### config.mk
export PLATFORM = sky130hd
export DESIGN_NAME = gsm_ram
export DESIGN_NICKNAME = d
export VERILOG_FILES = /design/src/rtl/gsm_ram.sv
export SDC_FILE = /design/constraint.sdc
export NUM_CORES = 1
export LEC_CHECK = 0
export ABC_AREA = 1
export BUFFER_PORTS_ARGS = -buffer_cell sky130_fd_sc_hd__buf_2
export CAP_MARGIN = 20
export CORE_MARGIN = 3
export CORE_UTILIZATION = 55
export CTS_CLUSTER_SIZE = 24
export DETAILED_ROUTE_END_ITERATION = 8
export PLACE_DENSITY = 0.72
export RECOVER_POWER = 100
export SLEW_MARGIN = 10
export SYNTH_ARGS = -nofsm -noshare
export SYNTH_HDL_FRONTEND = slang
export SYNTH_SLANG_ARGS = --single-unit
### constraint.sdc
create_clock -name clk -period 1.2 [get_ports clk]
set_input_delay 0.12 -clock clk [delete_from_list [all_inputs] [get_ports clk]]
set_output_delay 0.12 -clock clk [all_outputs]
set_load 0.01 [all_outputs]
### src/rtl/gsm_ram.sv
module gsm_ram #(
  parameter int WIDTH = 8,
  parameter int DEPTH = 16
) (
  input  logic                     clk,
  input  logic                     we,
  input  logic [$clog2(DEPTH)-1:0] waddr,
  input  logic [WIDTH-1:0]         wdata,
  input  logic [$clog2(DEPTH)-1:0] raddr,
  output logic [WIDTH-1:0]         rdata
);

  logic [WIDTH-1:0] mem [DEPTH];

  always_ff @(posedge clk) begin
    if (we) begin
      mem[waddr] <= wdata;
    end
    rdata <= mem[raddr];
  end

endmodule
### After elaboration in Yosys (flattened, before gate mapping)

Memories as Yosys holds them, arrays and structs flattened. A register that Yosys moved wholly into a read port is not among the register bits.
Cells that the tools add are included.

| storage, ports and cells | value |
|---|---|
| bits in writable memories | 128 |
| register bits after elaboration | 0 |
| memories kept | 1 |
| logic and storage cells | 3 |

Memories:

| name | words | width | rd ports | clocked after memory_dff | write ports | line | text |
|---|---|---|---|---|---|---|---|
| mem | 16 | 8 | 1 | 1 | 1 | 13 | `logic [WIDTH-1:0] mem [DEPTH];` |

| operators by class | value |
|---|---|
| muxes and demuxes | 2 |

Operators by type and width:

| kind | number |
|---|---|
| two-way mux 1 bit | 2 |

### Longest topological paths before layout

Gate-level depths: netlist of the first run.

| logic depth | value |
|---|---|
| word-level depth | 2 |
| mapped depth | 8 |

### Worst setup path before layout of the first run

OpenSTA, ideal clock, no wires.

| timing | value |
|---|---|
| path kind | input -> register |
| start | input port waddr[2] |
| end | memory mem[10][0] (enable) |
| slack | 0.129 ns |
| required time | 0.830 ns |
| data arrival time | 0.701 ns |
| stages on the path | 2 |
| path buffers | 0 |
| cell sequence | nand3b_1 > nor2_1 |

RTL lines:

| what | line | text |
|---|---|---|
| start: declaration | 7 | `input logic [$clog2(DEPTH)-1:0] waddr,` |
| end: declaration | 13 |  |

No word-level cell before the write port.

### Final worst setup path of the first run

| timing | value |
|---|---|
| start | register rdata[4] (read register of mem) |
| end | output port rdata[4] |

RTL lines:

| what | line | text |
|---|---|---|
| start: declaration | 10 | `output logic [WIDTH-1:0] rdata` |

No word-level cell between the ends.

==> results of run 1 <==
per-stage QoR:
stage                     cells  hold WS, ps  util (%)
after floorplan             551        218.9         -
after detailed placement    709        493.5     61.22
after global placement      709        481.0     61.22
after global routing        744        101.2     66.44
after CTS                   744       0.5705     67.25
final                       744        98.52     66.44
cells in the final DEF (no fill, tap or decap), types with 3 or more instances in the layout:
cell and count:
clkinv_1 5, nand3_1 97, clkbuf_1 33, dfxtp_1 8
clkbuf_16 16, dlygate4sd3_1 3, nand2_1 173, nor2_1 17
edfxtp_1 128, buf_4 4, clkinvlp_4 3, inv_1 100
buf_12 4, bufinv_16 3, buf_2 8
power groups by stage:
stage                     clock network (µW)  logic, µW  registers (µW)
after floorplan                            0        375            5450
after global placement                     0        654            5430
after detailed placement                   0        668            5440
after CTS                               5060        686            5340
after global routing                    5280        740            5350
final                                   5020        668            5340
metal layers:
layer | part of all wire [%] | wire length, µm | GRT usage, % | up-vias
met5 | 0 | 0 | 0 | -
met4 | 2.8 | 354 | 10.73 | 0
met3 | 8.5 | 1094 | 6.149 | 26
met2 | 50 | 6370 | 39.65 | 202
met1 | 39 | 4989 | 30.63 | 1852
li1 | - | - | - | 1867
sequential cells by signal (all words and copies together) (netlist names):
register	count
mem	128
rdata	8
path summary, 6_finish.rpt:
path                                 start   endpoint  slack (ps)  cells after the start
worst max-delay path              rdata[4]   rdata[4]         110                      1
worst min-delay path                    we  mem[2][0]         100                      3
worst max register to register   mem[7][4]   rdata[4]         130                      6
worst min register to register  mem[11][7]   rdata[7]         680                      6
kinds of logic after synthesis:
kind of cell / share of synthesized area (%)
buffers and inverters: 9.525
DFF: 69.43
and+or+nand+nor: 21.05
area by class of cell:
| type | instances | area [µm²] | area share [%] |
|---|---|---|---|
| clock buffers | 17 | 414.1 | 6.234 |
| clock inverters | 15 | 158.9 | 2.392 |
| inverters | 102 | 382.9 | 5.763 |
| multi-input cells | 289 | 1214 | 18.27 |
| flip-flops and latches | 136 | 4004 | 60.26 |
| well taps | 133 | 166.4 | 2.505 |
| repair buffers | 52 | 304.0 | 4.576 |
timing repair:
item | 4_1_cts | 5_1_grt
hold buffers | 3 | 0
hold endpoints to repair | 29 | 0
setup endpoints to repair | 0 | 0
resized for setup | 0 | 0
==> metrics.md, run 1 <==
| Metric | Value |
|---|---|
| Status | complete, no violations |
| Unrepaired setup endpoints after global routing | false |
| Final Hold Viols | 0 |
| Antenna violations before repair | 0 |
| CP Data Arrival Time | 970 ps |
| Total power | 11030 µW |
| Worst-path cell chain | clkbuf_1 |
| Syn Std Cell Area | 5767 µm² |
| Post-Synthesis Cells | 551 |
| Core ar. | 10000 µm² |
| Net total in the final layout | 616 |
| Worst setup margin | 111.5 ps |
| Fin crit share | 90.71% |
| Post-DP HPWL | 7529 µm |
| Syn avg cell area | 10.47 µm² |
| Startpoint types | flip-flop |
| P_sw | 2394 µW |
| Post-synth cell types | 12 |
| Syn_nets | 569 |
| Fill count | 767 |
| Setup Skew | 5.539 ps |
| CP peak stage delay | 310 ps |
| Post-synth EDFFs | 128 |
| Longest Clk Path Bufs | 2 |
| First-pass GRT wire length | 20420 µm |
| Most common cell in the netlist | nand2_1 |
| DR iter-0 viols | 498 |
| Pin count of the biggest net entering global routing | 65 |
| Initial Utilization | 57.67% |
| WS Path Type | reg -> out |
| Sequential Power Share | 48.4% |
| Detailed Route WL | 12810 µm |
| Worst path bufs/invs | 1 |
| Dpl cell area | 6122 µm² |
| Seq/Total Area, Yosys | 69.43% |
| Row count | 36 |
| Vias in the first global route | 3947 |
| Largest cells by area after synthesis | edfxtp_1 (67%), nand2_1 (11%), nand3_1 (8.4%), inv_1 (6.5%), dfxtp_1 (2.8%) |
| Global Route Usage Sum | 24.21% |
| Slew Limit Fails | 0 |
| WL/cell | 17.22 µm |
| Req. time, crit path | 1080 ps |
| Slew headroom | 39.14% |
| Finished Cell Area | 6644 µm² |
| ANT nets after route | 0 |
| Tightest Pin Transition | 912.9 ps |
| Leakage power | 0.002827 µW |
| Worst hold path class | in -> reg |
| Setup_tns | 0 ps |
| Comb power frac | 6.1% |
| Place WS | -36.05 ps |
| Max_cap viols | 0 |
| Die ar. | 11750 µm² |
| Syn. warnings | 0 |
| # Post-CTS Setup Buffers | 0 |
| Clock transition at path regs | 60 ps |
| Layout cell share with drive strength beyond 1 | 7.365% |
| Peak supply drop | 0.0008414 V |
| Ports | 26 |
| Worst skew pair latency | 510 ps |
| Post-synth ARST share | 0% |
| Clock power frac | 45.5% |
| Chip Width | 108.4 µm |
| I/O Buffers | 25 |
| Synthesized flop and latch total | 136 |
| TritonCTS clock tree | done |
| Via count | 3947 |
| Grt ovf | 0 |
| Fmax achieved | 918.7 MHz |
| Yosys top cell by area | edfxtp_1 |
| Internal Pwr Total | 8634 µW |
| Crit end category | output port |
| Crit path time final | 1088 ps |
| Top delay family on crit path | flip-flops |
| CTS Buf Count | 17 |
| Gpl congestion | 0.8579 |
| Die Y | 108.4 µm |
| H-tree depth | 4 |
| Top cell type's share of synthesized area | 66.65% |
| Pwr/cell area | 1660 nW/µm² |
| Main synth FF type | edfxtp_1 |
| Max FO, Critical Path | 1 |
| Sinks on Clock Net | 136 |
| Post-DR vias/cell | 5.305 |
| Master of the slowest instance on the critical path | dfxtp_1 |
| Clock Tree Root | clkbuf_8 |
| Top post-synthesis cells by count | nand2_1 (173), edfxtp_1 (128), inv_1 (100) |
| Diode count | 0 |
| # setup viols final | 0 |
| Sw Ratio | 21.71% |
| DRC Markers | 0 |
| Drt first pass iters | 5 |
| Layout area overhead | 15.21% |
No activity file was read; power rests on OpenSTA's default activity.
==> run 2, diff against run 1 <==
--- a/config.mk
+++ b/config.mk
@@ -10,6 +10,7 @@
 export CAP_MARGIN = 20
 export CORE_MARGIN = 3
 export CORE_UTILIZATION = 55
+export CTS_BUF_LIST = sky130_fd_sc_hd__clkbuf_2
 export CTS_CLUSTER_SIZE = 24
 export DETAILED_ROUTE_END_ITERATION = 8
 export PLACE_DENSITY = 0.72
==> run 2 against run 1 <==
Effect of this change: the run now ends with setup timing left; clock skew rose by 17 ps; sequential share of layout area grew 1.7 points; utilization shrank 1.7 points; design area decreased by 2.6%; highest routed layer unchanged; cell count grew 1.3%; register-to-register slack improved by 30 ps; total power shrank 20%.
==> metrics.md, run 2 (synthesized netlist as in run 1, its figures left out) <==
| Metric | Value |
|---|---|
| Status | finished, violations left (was complete, no violations) |
| Failing checks | setup timing |
| Core ar. | 10000 µm² (unchanged) |
| Final Hold Viols | 0 (unchanged) |
| CTS Buf Count | 17 (unchanged) |
| Max reg flops | 128 (unchanged) |
| CP Data Arrival Time | 1650 ps (was 970 ps) |
| Req. time, crit path | 1600 ps (was 1080 ps) |
| Global Route Usage Sum | 22.90% (was 24.21%) |
| Slew headroom | 39.79% (was 39.14%) |
| Antenna violations before repair | 0 (unchanged) |
| Leakage power | 0.002810 µW (was 0.002827 µW) |
| DR iter-0 viols | 324 (was 498) |
| Drt first pass iters | 6 (was 5) |
| Crit path time final | 1257 ps (was 1088 ps) |
| I/O Buffers | 25 (unchanged) |
| WS Path Type | in -> reg (was reg -> out) |
| Top Registers | mem (128), rdata (8) (unchanged) |
| TritonCTS clock tree | done (unchanged) |
| Fin crit share | 104.8% (was 90.71%) |
| GRT Max-Usage Layer | met2 (unchanged) |
| Tightest Pin Transition | 903.1 ps (was 912.9 ps) |
| Diode count | 0 (unchanged) |
| Post-DR vias/cell | 5.179 (was 5.305) |
| Die ar. | 11750 µm² (unchanged) |
| Startpoint types | input port (was flip-flop) |
| Fmax achieved | 795.5 MHz (was 918.7 MHz) |
| Clock transition at path regs | 180 ps (was 60 ps) |
| Finished Cell Area | 6470 µm² (was 6644 µm²) |
| Ports | 26 (unchanged) |
| First-pass GRT wire length | 19560 µm (was 20420 µm) |
| DRC Markers | 0 (unchanged) |
| Detailed Route WL | 12300 µm (was 12810 µm) |
| Fill count | 809 (was 767) |
| Final hold slack | 95.99 ps (was 98.52 ps) |
| Slew Limit Fails | 0 (unchanged) |
| Total power | 8794 µW (was 11030 µW) |
| Gpl congestion | 0.8579 (unchanged) |
| Sequential Area | 4009 µm² (was 4004 µm²) |
| Setup Skew | 22.20 ps (was 5.539 ps) |
| Worst setup margin | -57.10 ps (was 111.5 ps) |
| Longest Clk Path Bufs | 2 (unchanged) |
| Layout area overhead | 12.19% (was 15.21%) |
| H-tree depth | 4 (unchanged) |
| Placed cell count | 709 (unchanged) |
| Via count | 3905 (was 3947) |
| Most common cell after layout, fill and taps aside | nand2_1 (unchanged) |
| Met1 global-route usage | 28.80% (was 30.63%) |
| Max FO, Critical Path | 4 (was 1) |
| Chip Width | 108.4 µm (unchanged) |
| Pin count of the biggest net entering global routing | 65 (unchanged) |
| Pwr/cell area | 1359 nW/µm² (was 1660 nW/µm²) |
| Post-DP HPWL | 7529 µm (unchanged) |
| Met2 usage | 37.79% (was 39.65%) |
| Grt ovf | 0 (unchanged) |
| Row count | 36 (unchanged) |
| Setup_tns | -359.6 ps (was 0 ps) |
| Area of the multi-input gates | 1214 µm² (unchanged) |
| Dpl cell area | 6122 µm² (unchanged) |
| Vias in the first global route | 3913 (was 3947) |
| Worst skew pair latency | 650 ps (was 510 ps) |
| Initial Utilization | 57.67% (unchanged) |
| Sinks on Clock Net | 136 (unchanged) |
| Die Y | 108.4 µm (unchanged) |
| Fin cells | 754 (was 744) |
| Peak supply drop | 0.0006267 V (was 0.0008414 V) |
| Commonest non-fill, non-tap cells in the layout | nand2_1 (173), edfxtp_1 (128), inv_1 (100), nand3_1 (97), clkbuf_2 (29) (was nand2_1 (173), edfxtp_1 (128), inv_1 (100), nand3_1 (97), clkbuf_1 (33)) |
| WL/cell | 16.31 µm (was 17.22 µm) |
| Unrepaired setup endpoints after global routing | true (was false) |
| Clock Tree Root | clkbuf_2 (was clkbuf_8) |
| ANT nets after route | 0 (unchanged) |
| Worst hold path class | in -> reg (unchanged) |
| # setup viols final | 12 (was 0) |
| # Post-CTS Setup Buffers | 0 (unchanged) |
| Net total in the final layout | 626 (was 616) |
| Layout cell share with drive strength beyond 1 | 11.11% (was 7.365%) |
| Crit end category | flip-flop (was output port) |
| Most flops, register | mem (unchanged) |
| Max_cap viols | 0 (unchanged) |
| Grt met3 use | 5.015% (was 6.149%) |
==> run 2: through the flow <==
| stage | worst slack [ps] | utilization, % |
|---|---|---|
| detailed placement | -36.05 | 61.22 |
| finish | -57.10 | 64.70 |
| floorplan | 129.2 | - |
| CTS | -81.35 | 65.04 |
| global placement | 0.02587 | 61.22 |
| global route | -157.2 | 64.70 |
==> run 2: critical path, cell delays in order <==
cell           delay [ps]
dlygate4sd3_1         520
clkbuf_1              160
nand2_1               130
nor2_1                140
dlygate4sd3_1         580
==> run 2: per-layer routing <==
layer	routed length, µm	share of wire (%)	up-vias
li1	-	-	1886
met1	5078	41	1826
met2	6044	49	165
met3	809	6.6	28
met4	364	3.0	0
met5	0	0	-
==> run 2: area by class of cell <==
type,instances,area share [%]
Clock inverter,15,2.456
Inverter,102,5.918
Tap cell,133,2.572
Timing Repair Buffer,62,7.020
Clock buffer,17,1.315
Multi-Input combinational cell,289,18.76
Sequential cell,136,61.96
==> run 2: what timing repair did <==
item / in CTS / in global routing
gates resized for setup: 2 / 7
hold endpoints to repair: 137 / 0
endpoints found under the setup margin: 8 / 9
hold buffers: 13 / 0
==> run 2: path summary, 6_finish.rpt <==
path	startpoint	to	slack (ps)	depth (start not counted)
max	we	mem[2][0]	-60	5
min	raddr[0]	rdata[0]	100	7
max reg2reg	mem[7][5]	rdata[5]	160	6
min reg2reg	mem[11][7]	rdata[7]	700	6
==> run 2: power breakdown <==
part	switching (µW)	leakage (µW)	internal, µW	total (µW)
clock	1620	0.000138	1130	2750
sequential	30.1	0.00122	5310	5340
combinational	466	0.00145	242	708
total	2120	0.00281	6680	8790
